`src/design/rwd_pkg.sv`:
```
// Shared types and constants for the RIFF/WAVE duration parser.
// No dependencies; every other design file imports this package.
package rwd_pkg;

  localparam int FRACTION_BITS_DEFAULT = 16;
  localparam int QUEUE_DEPTH           = 2;
  localparam int DURATION_W            = 48;

  // Chunk tags as they appear after little-endian byte assembly
  localparam logic [31:0] TAG_RIFF = 32'h4646_4952;
  localparam logic [31:0] TAG_WAVE = 32'h4556_4157;
  localparam logic [31:0] TAG_FMT  = 32'h2074_6D66;
  localparam logic [31:0] TAG_DATA = 32'h6174_6164;
  localparam logic [31:0] FMT_MIN  = 32'd16;

  localparam logic [1:0] ST_OK         = 2'd0;
  localparam logic [1:0] ST_BAD_HEADER = 2'd1;
  localparam logic [1:0] ST_BAD_FMT    = 2'd2;
  localparam logic [1:0] ST_NO_DATA    = 2'd3;

  typedef struct packed {
    logic [7:0] file_byte;
    logic       last;
  } in_item_t;

  typedef struct packed {
    logic [1:0]            status;
    logic [DURATION_W-1:0] duration_q16;
    logic [31:0]           data_bytes;
    logic [31:0]           bytes_per_second;
  } out_item_t;

  // Work handed from the parser to the divider
  typedef struct packed {
    logic [1:0]  status;
    logic [31:0] data_bytes;
    logic [31:0] rate;
    logic        with_duration;
  } job_t;

endpackage

```
`src/design/rwd_front.sv`:
```
// Byte-level RIFF/WAVE chunk parser: classifies the stream and issues one job per file.
// Depends on rwd_pkg.
module rwd_front
  import rwd_pkg::*;
(
  input  logic     clk,
  input  logic     rst,
  input  logic     accept,
  input  in_item_t byte_item,
  output logic     job_valid,
  output job_t     job
);

  typedef enum logic [2:0] {
    PH_HEADER,
    PH_CHUNK,
    PH_FMT,
    PH_SKIP,
    PH_DONE
  } phase_t;

  phase_t      phase, phase_next;
  logic [4:0]  count, count_next;
  logic [31:0] tag, tag_next;
  logic [31:0] len, len_next;
  logic [32:0] skip, skip_next;
  logic [31:0] rate, rate_next;

  logic        emit;
  job_t        job_next;

  always_comb begin
    logic [7:0] b;
    b          = byte_item.file_byte;
    phase_next = phase;
    count_next = count;
    tag_next   = tag;
    len_next   = len;
    skip_next  = skip;
    rate_next  = rate;
    emit       = 1'b0;
    job_next   = '0;

    case (phase)
      PH_HEADER: begin
        tag_next   = {b, tag[31:8]};
        count_next = count + 5'd1;
        if (count_next == 5'd4 && tag_next != TAG_RIFF) begin
          len_next = 32'd1;
        end
        if (count_next >= 5'd12) begin
          if (tag_next != TAG_WAVE || len_next[0]) begin
            emit            = 1'b1;
            job_next.status = ST_BAD_HEADER;
            phase_next      = PH_DONE;
          end else begin
            phase_next = PH_CHUNK;
          end
          count_next = '0;
          tag_next   = '0;
          len_next   = '0;
        end
      end
      PH_CHUNK: begin
        if (count < 5'd4) begin
          tag_next = {b, tag[31:8]};
        end else begin
          len_next = {b, len[31:8]};
        end
        count_next = count + 5'd1;
        if (count_next >= 5'd8) begin
          count_next = '0;
          if (tag_next == TAG_FMT) begin
            if (len_next < FMT_MIN) begin
              emit            = 1'b1;
              job_next.status = ST_BAD_FMT;
              phase_next      = PH_DONE;
            end else begin
              tag_next   = '0;
              phase_next = PH_FMT;
            end
          end else if (tag_next == TAG_DATA) begin
            emit                   = 1'b1;
            job_next.data_bytes    = len_next;
            job_next.with_duration = (rate != '0);
            job_next.status        = (rate != '0) ? ST_OK : ST_NO_DATA;
            phase_next             = PH_DONE;
          end else begin
            skip_next  = {1'b0, len_next} + 33'(len_next[0]);
            phase_next = (skip_next != '0) ? PH_SKIP : PH_CHUNK;
          end
        end
      end
      PH_FMT: begin
        if (count >= 5'd8 && count < 5'd12) begin
          tag_next = {b, tag[31:8]};
        end
        count_next = count + 5'd1;
        if (count_next >= 5'd16) begin
          count_next = '0;
          rate_next  = tag_next;
          tag_next   = '0;
          skip_next  = {1'b0, len - FMT_MIN} + 33'(len[0]);
          phase_next = (skip_next != '0) ? PH_SKIP : PH_CHUNK;
        end
      end
      PH_SKIP: begin
        if (skip != '0) begin
          skip_next = skip - 33'd1;
        end
        if (skip_next == '0) begin
          count_next = '0;
          tag_next   = '0;
          len_next   = '0;
          phase_next = PH_CHUNK;
        end
      end
      default: begin
      end
    endcase

    job_next.rate = rate_next;

    // End of stream: report where parsing stopped, then start over
    if (byte_item.last) begin
      if (!emit) begin
        case (phase_next)
          PH_HEADER: begin
            emit            = 1'b1;
            job_next.status = ST_BAD_HEADER;
          end
          PH_FMT: begin
            emit            = 1'b1;
            job_next.status = ST_BAD_FMT;
          end
          PH_CHUNK, PH_SKIP: begin
            emit            = 1'b1;
            job_next.status = ST_NO_DATA;
          end
          default: begin
          end
        endcase
      end
      phase_next = PH_HEADER;
      count_next = '0;
      tag_next   = '0;
      len_next   = '0;
      skip_next  = '0;
      rate_next  = '0;
    end
  end

  assign job_valid = accept && emit;
  assign job       = job_next;

  always_ff @(posedge clk) begin
    if (rst) begin
      phase <= PH_HEADER;
      count <= '0;
      tag   <= '0;
      len   <= '0;
      skip  <= '0;
      rate  <= '0;
    end else if (accept) begin
      phase <= phase_next;
      count <= count_next;
      tag   <= tag_next;
      len   <= len_next;
      skip  <= skip_next;
      rate  <= rate_next;
    end
  end

endmodule

```
`src/design/rwd_queue.sv`:
```
// Short job queue between the parser and the divider.
// Depends on rwd_pkg.
module rwd_queue
  import rwd_pkg::*;
(
  input  logic clk,
  input  logic rst,
  input  logic wr_en,
  input  job_t wr_job,
  output logic q_full,
  output logic q_empty,
  input  logic rd_en,
  output job_t rd_job
);

  localparam int PTR_W = (QUEUE_DEPTH > 1) ? $clog2(QUEUE_DEPTH) : 1;
  localparam int CNT_W = $clog2(QUEUE_DEPTH + 1);

  job_t             entries [QUEUE_DEPTH];
  logic [PTR_W-1:0] wr_ptr, rd_ptr;
  logic [CNT_W-1:0] fill;

  logic do_wr, do_rd;

  assign q_full  = (fill == CNT_W'(QUEUE_DEPTH));
  assign q_empty = (fill == '0);
  assign do_wr   = wr_en && !q_full;
  assign do_rd   = rd_en && !q_empty;
  assign rd_job  = entries[rd_ptr];

  always_ff @(posedge clk) begin
    if (do_wr) begin
      entries[wr_ptr] <= wr_job;
    end
  end

  always_ff @(posedge clk) begin
    if (rst) begin
      wr_ptr <= '0;
      rd_ptr <= '0;
      fill   <= '0;
    end else begin
      if (do_wr) begin
        wr_ptr <= (wr_ptr == PTR_W'(QUEUE_DEPTH - 1)) ? '0 : wr_ptr + PTR_W'(1);
      end
      if (do_rd) begin
        rd_ptr <= (rd_ptr == PTR_W'(QUEUE_DEPTH - 1)) ? '0 : rd_ptr + PTR_W'(1);
      end
      case ({do_wr, do_rd})
        2'b10:   fill <= fill + CNT_W'(1);
        2'b01:   fill <= fill - CNT_W'(1);
        default: fill <= fill;
      endcase
    end
  end

endmodule

```
`src/design/rwd_divider.sv`:
```
// Back end: restoring divider for the duration and the result register.
// Depends on rwd_pkg.
module rwd_divider
  import rwd_pkg::*;
#(
  parameter int FRACTION_BITS = FRACTION_BITS_DEFAULT
) (
  input  logic      clk,
  input  logic      rst,
  input  logic      job_ready,
  input  job_t      job,
  output logic      job_take,
  output logic      empty,
  input  logic      pop,
  output out_item_t result
);

  localparam int QW    = 32 + FRACTION_BITS;
  localparam int CNT_W = $clog2(QW + 1);

  typedef enum logic {
    S_IDLE,
    S_DIV
  } state_t;

  state_t           state;
  logic             out_valid;
  logic [QW-1:0]    quot;
  logic [32:0]      rem;
  logic [CNT_W-1:0] steps;
  logic [1:0]       hold_status;
  logic [31:0]      hold_bytes;
  logic [31:0]      hold_rate;

  logic [32:0]   rem_shift;
  logic          q_bit;
  logic [32:0]   rem_step;
  logic [QW-1:0] quot_step;
  logic [63:0]   quot_wide;
  logic [DURATION_W-1:0] dur_sat;

  // One quotient bit per cycle, MSB first; dividend bits shift out of quot
  assign rem_shift = {rem[31:0], quot[QW-1]};
  assign q_bit     = (rem_shift >= {1'b0, hold_rate});
  assign rem_step  = q_bit ? rem_shift - {1'b0, hold_rate} : rem_shift;
  assign quot_step = {quot[QW-2:0], q_bit};
  assign quot_wide = 64'(quot_step);
  assign dur_sat   = (|quot_wide[63:DURATION_W]) ? '1 : quot_wide[DURATION_W-1:0];

  assign job_take = (state == S_IDLE) && !out_valid && job_ready;
  assign empty    = !out_valid;

  always_ff @(posedge clk) begin
    if (rst) begin
      state     <= S_IDLE;
      out_valid <= 1'b0;
    end else begin
      if (out_valid && pop) begin
        out_valid <= 1'b0;
      end
      case (state)
        S_IDLE: begin
          if (job_take) begin
            hold_status <= job.status;
            hold_bytes  <= job.data_bytes;
            hold_rate   <= job.rate;
            if (job.with_duration) begin
              quot  <= QW'({job.data_bytes, {FRACTION_BITS{1'b0}}});
              rem   <= '0;
              steps <= CNT_W'(QW);
              state <= S_DIV;
            end else begin
              result.status           <= job.status;
              result.duration_q16     <= '0;
              result.data_bytes       <= job.data_bytes;
              result.bytes_per_second <= job.rate;
              out_valid               <= 1'b1;
            end
          end
        end
        S_DIV: begin
          quot  <= quot_step;
          rem   <= rem_step;
          steps <= steps - CNT_W'(1);
          if (steps == CNT_W'(1)) begin
            result.status           <= hold_status;
            result.duration_q16     <= dur_sat;
            result.data_bytes       <= hold_bytes;
            result.bytes_per_second <= hold_rate;
            out_valid               <= 1'b1;
            state                   <= S_IDLE;
          end
        end
        default: state <= S_IDLE;
      endcase
    end
  end

endmodule

```
`src/design/riff_wave_duration_parser.sv`:
```
// Top level of the RIFF/WAVE duration parser.
// Depends on rwd_pkg, rwd_front, rwd_queue and rwd_divider.

// Feed a WAV file one byte per cycle on the push side; each file yields exactly one
// result (status, duration in Q32.FRACTION_BITS seconds, data size, byte rate), issued
// at the data chunk header, at the first header error, or at the byte marked last.
// The parser takes one byte per cycle while the job queue has room. An ok result
// goes through the one-bit-per-cycle restoring divider; an error result passes from
// the job queue to the result register without division. Bytes after a result are ignored
// until the last byte, which returns the parser to its reset state.
module riff_wave_duration_parser
  import rwd_pkg::*;
#(
  parameter int FRACTION_BITS = FRACTION_BITS_DEFAULT
) (
  input  logic      clk,
  input  logic      rst,
  input  logic      push,
  output logic      full,
  input  in_item_t  byte_item,
  output logic      empty,
  input  logic      pop,
  output out_item_t result
);

  logic accept;
  logic job_valid;
  job_t job_in;
  job_t job_out;
  logic q_full, q_empty;
  logic job_take;

  assign full   = q_full;
  assign accept = push && !full;

  rwd_front u_front (
    .clk       (clk),
    .rst       (rst),
    .accept    (accept),
    .byte_item (byte_item),
    .job_valid (job_valid),
    .job       (job_in)
  );

  rwd_queue u_queue (
    .clk     (clk),
    .rst     (rst),
    .wr_en   (job_valid),
    .wr_job  (job_in),
    .q_full  (q_full),
    .q_empty (q_empty),
    .rd_en   (job_take),
    .rd_job  (job_out)
  );

  rwd_divider #(
    .FRACTION_BITS (FRACTION_BITS)
  ) u_divider (
    .clk       (clk),
    .rst       (rst),
    .job_ready (!q_empty),
    .job       (job_out),
    .job_take  (job_take),
    .empty     (empty),
    .pop       (pop),
    .result    (result)
  );

endmodule

```
`config.mk`:
```
export PLATFORM = sky130hd
export DESIGN_NAME = riff_wave_duration_parser
export DESIGN_NICKNAME = d
export VERILOG_FILES = /design/src/design/rwd_pkg.sv /design/src/design/rwd_front.sv /design/src/design/rwd_queue.sv /design/src/design/rwd_divider.sv /design/src/design/riff_wave_duration_parser.sv
export SDC_FILE = /design/constraint.sdc
export NUM_CORES = 1
export LEC_CHECK = 0
export BUFFER_PORTS_ARGS = -buffer_cell sky130_fd_sc_hd__buf_2
export CORE_UTILIZATION = 56
export DETAILED_ROUTE_END_ITERATION = 7
export PLACE_DENSITY = 0.84
export SYNTH_ARGS = -nofsm -noshare
export SYNTH_HDL_FRONTEND = slang
export SYNTH_SLANG_ARGS = --single-unit
```
`constraint.sdc`:
```
create_clock -name clk -period 8 [get_ports clk]
set_clock_uncertainty 0.1 [all_clocks]
set_input_delay 0.4 -clock clk [delete_from_list [all_inputs] [get_ports clk]]
set_output_delay 0.4 -clock clk [all_outputs]
set_load 0.005 [all_outputs]
```
; Word level (Yosys, flattened, before mapping)
; Memory sizes are Yosys's and may differ from the RTL's. A register that Yosys moved wholly into a read port is not among the register bits.
; Index checks and enable logic that the tools add are counted.
[op_classes]
n_addsub = 11
multipliers = 0
div_mod_pow = 0
order_cmp = 8
eq_ne = 25
shifts = 0
muxes = 104
bitwise_logic = 2
n_reduce_logical = 34
[ops]
columns = cell, n
row1 = $mux W32, 24
row2 = $mux W114, 3
row3 = $mux W33, 7
row4 = $pmux W114 S2, 1
row5 = $pmux W32 S4, 1
row6 = $pmux W33 S3, 1
row7 = $reduce_bool A33 Y1, 3
row8 = $mux W48, 2
row9 = $pmux W32 S3, 1
row10 = $pmux W48 S2, 1
row11 = $mux W34, 2
row12 = $add A32 B1 Y33, 2
row13 = $ne A32 B31 Y1 const B, 2
row14 = $pmux W32 S2, 1
row15 = $ge A33 B32 Y1, 1
row16 = $logic_not A33 Y1, 1
row17 = $sub A33 B1 Y33 const B, 1
row18 = $eq A32 B30 Y1 const B, 1
row19 = $eq A32 B31 Y1 const B, 1
row20 = $lt A32 B5 Y1 const B, 1
row21 = $reduce_bool A32 Y1, 1
row22 = $sub A32 B32 Y32, 1
row23 = $sub A32 B5 Y32 const B, 1
row24 = $mux W1, 27
row25 = 43 further kinds, 97
[word_totals]
register_bits = 409
latch_bits = 0
mem_bits_rw = 134
mem_bits_ro = 0
out_inout_bits = 116
mem_count = 1
[mem_list]
columns = name, words, width, read_ports, rd_clocked_by_memory_dff, wr, line
row1 = u_queue.entries, 2, 67, 1, 1, 1, rwd_queue.sv:19  ; job_t entries [QUEUE_DEPTH];

; Depth between registers and ports, before layout
; Gate-level depths: netlist (run 1).
[logic_depth]
word_depth = 19
mapped_depth = 21

; Cells and area by module
; Synthesis (run 1) repeated with hierarchy kept, for this count alone.
[unflattened]
cells_unflattened = 2976
area_unflattened_um2 = 29717.3
[modules_own_cells]
columns = mod, n_inst, cells_each, area_each_um2, seq_area_each_um2
row1 = rwd_front, 1, 1835, 12892.4, 2742.6
row2 = rwd_divider, 1, 905, 11762.5, 8027.7
row3 = rwd_queue, 1, 234, 5044.8, 4124.0
row4 = riff_wave_duration_parser, 1, 2, 17.5, 0.0

; Worst setup path after synthesis (run 1)
; OpenSTA, ideal clock, no wires.
[synth_timing]
kind = reg-to-reg
startpoint = reg u_divider.state
endpoint = reg u_divider.hold_bytes[0] (enable)
setup_ps = 653
t_arrival_ps = 7067
required_time_ps = 7247
setup_slack_ps = 179
stages_incl_launch_ff = 4
path_buffers = 2
cell_sequence = dfxtp_1 clkbuf_1 clkbuf_1 nor4_1
[synth_via]
elab_chain_len = 4
[synth_lines]
columns = element, line
row1 = from (decl), rwd_divider.sv:26  ; state_t state;
row2 = from (signal assigned), rwd_divider.sv:55  ; state <= S_IDLE;
row3 = from (signal assigned), rwd_divider.sv:71  ; state <= S_DIV;
row4 = from (signal assigned), rwd_divider.sv:91  ; state <= S_IDLE;
row5 = $not A1 Y1 (no line) *, --
row6 = $logic_and A1 B1 Y1 (2 in a row), rwd_divider.sv:50  ; assign job_take = (state == S_IDLE) && !out_valid && job_ready;
row7 = $reduce_and A3 Y1 (no line) *, --
row8 = to (signal assigned), rwd_divider.sv:65  ; hold_bytes <= job.data_bytes;
row9 = to (decl), rwd_divider.sv:32  ; logic [31:0] hold_bytes;
; Every way passes the cells marked *; elsewhere a longest branch is shown, timed or not.
; A chain may end at the register's enable or synchronous reset.

==> flow_summary.toml, run 1 <==
[pwr]
ir_worst_vdd_v = 0.000198
power_frac_comb_pct = 22.7
internal_power_uw = 5690
sequentialPowerShare_pct = 45.9
switching_share_pct = 30.4
power_uw = 8180
leakage_uw = 0.0118
clkPwrFrac_pct = 31.4
switchingPower_uw = 2480
power.density_nw_per_um2 = 255

[synthesis]
synth.distinct_cells = 81
avgSynthCellArea_um2 = 9.86
yosysSeqAreaShare_pct = 51.0
synth_top_cell_by_area = "edfxtp_1"
synthesis.nets = 3014
yosysWarnings = 0
synth_top_cell_area_share_pct = 41.1
synthArstFlopShare_pct = 0
synth_edf_count = 400
synth_flop_cell = "edfxtp_1"
ys_ff_latch = 544
synth_area_leaders = "edfxtp_1 (41%), dfxtp_1 (9.9%), nor2_1 (4.7%)"
syn_inst = 2960
synth_area_um2 = 29200

[finish]
final_common_cell = "edfxtp_1"
nNetsFinal = 3026
final_cell_area_um2 = 32000
drive_gt1_share_pct = 12.6
final-seq-area_um2 = 14900
fillers = 3993
layout_common_cells = "edfxtp_1 (400), nor2_1 (363), a21oi_1 (243)"
syn_to_final_growth_pct = 9.75
fin_util_pct = 62.3
multiInputGateArea_um2 = 13000

[cts]
cts_root_buf = "clkbuf_16"
insertion_delay_ns = 0.62
cts_tree = "done"
cts_sinks = 544
cts_setup_buffers = 0
htreeDepth = 2
cts_buffer_depth = 3
cts_buffers = 55
cts.clk_slew.worst_paths_ns = 0.07

[timing]
slew_headroom_pct = 16.1
setup_tns_ns = 0
max_freq_mhz = 172
finalMaxSlewViolations = 0
hold_viol = 0
setup_slack_ns = 2.20
setup_violations = 0
min_period_ns = 5.80
max_slew.worst_pin.slew_ns = 1.26
period_share_pct = 72.5
rsz0062_at_grt = "no"

[floorplan]
dieArea_um2 = 53100
die_w_um = 230
pin_count = 129
die_y_um = 230
initial_core_util_pct = 56.8
std_cell_rows = 83
coreArea_um2 = 51400

[job]
max_cap_viol_count = 0

[worst_setup_path]
required_ns = 8.33
crit_arrival_ns = 6.13
critPathKind = "reg2reg"
critPathMaxFanout = 79
cp-start-kind = "flip-flop"
critPathCaptureType = "flip-flop"

[placement]
hpwl_um = 57700
gp_congestion = 0.973
place_area_um2 = 30200
place_ws_ns = 2.34
place.port_buffers = 128

[hold_path]
holdCritPathClass = "in2reg"

[global_routing]
grt.overflow.total = 0
grt_usage_pct = 31.5
grt_pass1_wl_um = 131000
grt_max_degree = 104
grt_pass1_vias = 22854
antenna_found_initial = 2

[route]
first_pass_iters = 8
viasPerCell = 6.48
routed_wl_um = 84700
drtIter0Drc = 2707
wl_per_cell_um = 22.9
drc = 1
via_count = 23967
antenna_left = 0

[status]
violations = "design-rule violations"
status = "finished, violations left"
[routing by layer]
layer | up-vias | part of all wire [%] | global-route usage, %
li1 | 10856 | - | -
met1 | 11533 | 41 | 42.9
met2 | 1354 | 45 | 48.5
met3 | 222 | 11 | 7.98
met4 | 2 | 3.6 | 11.7
met5 | - | 0.015 | 0
[synthesized netlist by cell type, types with 21 or more instances]
cell type  count
buf_1         22
nand4_1       38
xor2_1        43
nand3_1       91
a22o_1        21
mux2i_1      108
mux2_2        77
dfxtp_1      144
clkbuf_1     173
ha_1          40
and2_1        32
inv_1        131
a31oi_1       22
nor3_1        83
nand2_1      188
nor4_1        53
o21ai_0      121
nand2b_1      27
or3_1         29
o21a_1        24
edfxtp_1     400
a21oi_1      244
a22oi_1       51
xnor2_1       91
a21o_1        29
nor2_1       368
[cell families (layout without fill, tap and decap cells)]
| group | Yosys count | in the layout | share of synthesized area [%] |
|---|---|---|---|
| simple gates | 1037 | 1037 | 17.5 |
| compound gates | 668 | 668 | 14.4 |
| flops | 544 | 544 | 51.0 |
| buf+inv | 351 | 409 | 4.62 |
| mux | 185 | 185 | 6.67 |
| xor+xnor | 134 | 134 | 4.02 |
| fa+ha+maj | 41 | 41 | 1.78 |
| other cells | 0 | 1 | 0 |
[stage by stage]
step           cells  hold WS [ns]
5_1_grt         3699         0.153
3_3_place_gp    3594         0.346
4_1_cts         3698         0.105
6_report        3699         0.167
2_1_floorplan   2960         0.332
3_5_place_dp    3594         0.350
[timing repair]
action                    in CTS  in global routing
gates resized for setup        0                  0
hold buffers                   1                  0
hold endpoints to repair       1                  0
[area by class of cell]
cell class	instances	share of cell area [%]
inverter	134	1.57
tap	680	2.66
timing repair buffer	172	3.05
antenna	1	0.00781
multi-input combinational	2065	40.6
clock buffer	70	4.57
clock inverter	33	1.02
sequential	544	46.5
[critical path, stage by stage, from the launching register on]
cell     delay [ns]
dfxtp_1        0.45
nor3_2         0.20
buf_4          0.76
mux2i_1        0.32
inv_1          0.17
ha_1           0.36
nand4_1        0.24
nor4_1         0.61
o22ai_1        0.43
xor2_1         0.27
nor4b_1        0.54
and4_1         0.28
nand4_1        0.09
o21ai_0        0.41
nand4_1        0.14
o21ai_1        0.23
[sequential cells by signal (all words and copies together) (netlist names), 6 cells and up, named ones only]
register and cells:
u_divider.hold_bytes 32, u_divider.rem 32, u_front.len 32, u_divider.result 114, u_divider.steps 6, u_front.skip 33
u_front.tag 32, u_divider.hold_rate 32, u_queue.entries 134, u_divider.quot 48, u_front.rate 32
[path summary, 6_finish.rpt]
kind                    startpoint                endpoint  slack [ns]  cells past startpoint
setup / recovery  u_front.count[2]  u_queue.entries[0][65]        2.20                     15
hold / removal        byte_item[8]         u_front.len[31]        0.17                      2
setup reg to reg  u_front.count[2]  u_queue.entries[0][65]        2.20                     15
hold reg to reg   u_front.skip[28]        u_front.skip[28]        0.36                      2
[power by group through the flow]
stage | combinational, uW | sequential [uW] | clock [uW]
global route | 2030 | 3790 | 2690
CTS | 1830 | 3760 | 2580
global placement | 1730 | 3780 | 0
finish | 1860 | 3760 | 2560
floorplan | 1320 | 3770 | 0
detailed placement | 1810 | 3810 | 0
Power figures use the tool's default switching activity.
==> inputs of run 2 (changes only) <==
--- a/config.mk
+++ b/config.mk
@@ -5,6 +5,7 @@
 export SDC_FILE = /design/constraint.sdc
 export NUM_CORES = 1
 export LEC_CHECK = 0
+export ABC_AREA = 1
 export BUFFER_PORTS_ARGS = -buffer_cell sky130_fd_sc_hd__buf_2
 export CORE_UTILIZATION = 56
 export DETAILED_ROUTE_END_ITERATION = 7
==> constraint.sdc (replaced) <==
create_clock -name clk -period 5 [get_ports clk]
set_clock_uncertainty 0.1 [all_clocks]
set_input_delay 0.25 -clock clk [delete_from_list [all_inputs] [get_ports clk]]
set_output_delay 0.25 -clock clk [all_outputs]
set_load 0.005 [all_outputs]
==> run 2 against run 1 <==
  * The flow now finishes without violations
  * Wire length is 6.0% higher
  * Via count up 12%
  * Core utilization up 0.85 points
  * Die area increased by 1.3%
  * Critical endpoint is now u_queue.entries[1][66]
  * Largest cell class unchanged
  * Clock-buffer cell count shrank 5
  * Register-to-register slack got worse by 1.7 ns
  * Critical path depth up 7
  * Final area up 2.0%
  * Critical path type unchanged
==> flow_summary.toml, run 2 <==
[synthesis]
syn_inst = 3737
yosysWarnings = 0
synthArstFlopShare_pct = 0
synth_top_cell_by_area = "edfxtp_1"
synth.distinct_cells = 64
ys_ff_latch = 544
synth_top_cell_area_share_pct = 40.6
synth_area_um2 = 29600
synthesis.nets = 3791
synthTopCellsByCount = "nand2_1 (1,318), edfxtp_1 (400), nor2_1 (350)"
synth.most_common_cell = "nand2_1"
synth_flop_cell = "edfxtp_1"
synth_area_leaders = "edfxtp_1 (41%), nand2_1 (17%), dfxtp_1 (9.7%)"
synth_edf_count = 400
yosysSeqAreaShare_pct = 50.4
avgSynthCellArea_um2 = 7.91

[floorplan]
dieArea_um2 = 53700
die_y_um = 232
die_w_um = 232
pin_count = 129
std_cell_rows = 83
coreArea_um2 = 51700
initial_core_util_pct = 57.2

[pwr]
leakage_uw = 0.0139
power.density_nw_per_um2 = 471
ir_worst_vdd_v = 0.000394

[route]
drc = 0
antenna_left = 0
first_pass_iters = 6
viasPerCell = 5.93
drtIter0Drc = 3313
routed_wl_um = 89800
wl_per_cell_um = 19.8
via_count = 26874

[global_routing]
grt.overflow.total = 0
grt_pass1_vias = 24910
grt_pass1_wl_um = 138000
grt_usage_pct = 32.9
grt_max_degree = 112
antenna_found_initial = 1

[worst_setup_path]
required_ns = 5.26
startpoint = "u_front.count[2]"
critical_path_buf_inv_count = 1
critPathCaptureType = "flip-flop"
crit_arrival_ns = 4.73
crit_end = "u_queue.entries[1][66]"
critPathMaxFanout = 111
r2r_slack_ns = 0.53
r2r-start = "u_front.count[2]"
path_cells = "inv_2 > nand2_8 > o21ai_1 > nand2_1 > nor2_1 > nand2_1 > nor2_1 > nand2_1 > nand2_1 > nand2_1 > nor2_1 > nand2_1 > nor2_1 > nand2_1 > nand2_1 > nand2_1 > nand2_1 > nand2_1 > nand3_2 > nand2_1 > nand2_1 > nand2_1"
critPathMostFrequentCell = "nand2_1"
timing.rr.end = "u_queue.entries[1][66]"
r2r_cells = 22
slowest_stage = "o21ai_1"
cp.depth = 22
critPathKind = "reg2reg"
cpPeakStageDelay_ns = 0.73
cp-start-kind = "flip-flop"
cp_top_family = "simple AND/OR/NAND/NOR gates"

[hold_path]
holdCritPathClass = "in2reg"

[finish]
drive_gt1_share_pct = 8.85
final_cell_area_um2 = 32700
largest_reg_flops = 134
syn_to_final_growth_pct = 10.5
nNetsFinal = 3860
top_regs = "u_queue.entries x134, u_divider.result x114, u_divider.quot x48"
regMostFlops = "u_queue.entries"
final_common_cell = "nand2_1"
layout_common_cells = "nand2_1 (1,318), edfxtp_1 (400), nor2_1 (344)"

[placement]
hpwl_um = 63400
gp_congestion = 1.01
place_area_um2 = 30700
place.port_buffers = 128

[cts]
cts_buffer_depth = 3
cts.clk_slew.worst_paths_ns = 0.06
insertion_delay_ns = 0.62
cts_tree = "done"
cts_root_buf = "clkbuf_16"
cts_buffers = 53
post_cts_resized = 0
cts_sinks = 544
htreeDepth = 2

[timing]
max_freq_mhz = 224
setup_tns_ns = 0
period_share_pct = 89.4
max_slew.worst_pin.slew_ns = 1.12
rsz0062_at_grt = "no"
slew_headroom_pct = 25.0
setup_violations = 0
hold_slack_ns = 0.0714
finalMaxSlewViolations = 0
min_period_ns = 4.47
hold_viol = 0

[status]
status = "finished clean"

[job]
max_cap_viol_count = 0
## run 2: changes by cell type after synthesis, moves of 77 or more
cell and change:
o21ai_0 +113, inv_1 +169, mux2i_1 -108, mux2_2 -77
nand2_1 +1130, nand3_1 +85
## run 2: worst min-delay path by stage
stage,start,end,slack [ns],cells past startpoint
5_1_grt,byte_item[8],u_front.tag[31],0.08,5
3_5_place_dp,u_queue.rd_ptr,flip-flop,0.34,1
4_1_cts,byte_item[5],u_front.tag[28],0.03,5
2_1_floorplan,pop,u_divider.out_valid,0.25,1
6_report,byte_item[5],u_front.tag[28],0.07,5
3_3_place_gp,u_queue.rd_ptr,flip-flop,0.33,1
## run 2: through the flow
step / setup WS (ns) / power, uW / std cells / util (%)
finish: 0.532 / 15400 / 4532 / 63.2
global route: 0.266 / 16100 / 4531 / 63.2
CTS: 0.772 / 15300 / 4531 / 63.2
detailed placement: 0.789 / 10900 / 4430 / 59.4
global placement: 0.763 / 10700 / 4430 / 59.4
floorplan: 0.525 / 9370 / 3737 / -
## run 2: cell type report
class / count / area, um^2
antenna: 1 / 2.50
multi-input combinational: 2728 / 12800
fill: 4206 / 19000
sequential: 544 / 14900
timing repair buffer: 170 / 1010
clock buffer: 65 / 1410
tap: 680 / 851
clock inverter: 35 / 527
inverter: 309 / 1160
## run 2: logic make-up after synthesis
family / after synthesis / synth area share, %
flip-flops: 544 / 50.4
AO/OA/AOI/OAI: 585 / 10.9
adder cells (fa/ha/maj): 41 / 1.76
buffers and inverters: 465 / 6.47
AND/OR/NAND/NOR: 2031 / 28.4
XOR/XNOR: 71 / 2.10
## run 2: per-layer routing
layer	part of all wire [%]	vias to the layer above	GRT usage, %
li1	-	12576	-
met1	40	12471	44.2
met2	46	1571	53.3
met3	10	254	5.43
met4	4.0	2	12.3
met5	0.010	-	0
## run 2: timing repair
item | CTS | global route
endpoints found under the hold margin | 1 | 0
hold buffers | 1 | 0
endpoints found under the setup margin | 0 | 0
buffers inserted | 0 | 0
## run 2: report_power, final
| part | switching, uW | internal [uW] |
|---|---|---|
| clock network | 1820 | 2610 |
| registers | 272 | 5870 |
| logic | 3480 | 1340 |
| total | 5570 | 9820 |
## run 2: worst reg2reg max path, cell delays in order, from the launching register on
cell and delay, ns:
dfxtp_1 0.36, inv_2 0.44, nand2_8 0.47, o21ai_1 0.76
nand2_1 0.24, nor2_1 0.26, nand2_1 0.11, nor2_1 0.16
nand2_1 0.08, nand2_1 0.24, nand2_1 0.10, nor2_1 0.11
nand2_1 0.07, nor2_1 0.14, nand2_1 0.10, nand2_1 0.06
nand2_1 0.05, nand2_1 0.06, nand2_1 0.07, nand3_2 0.07
nand2_1 0.06, nand2_1 0.06, nand2_1 0.07
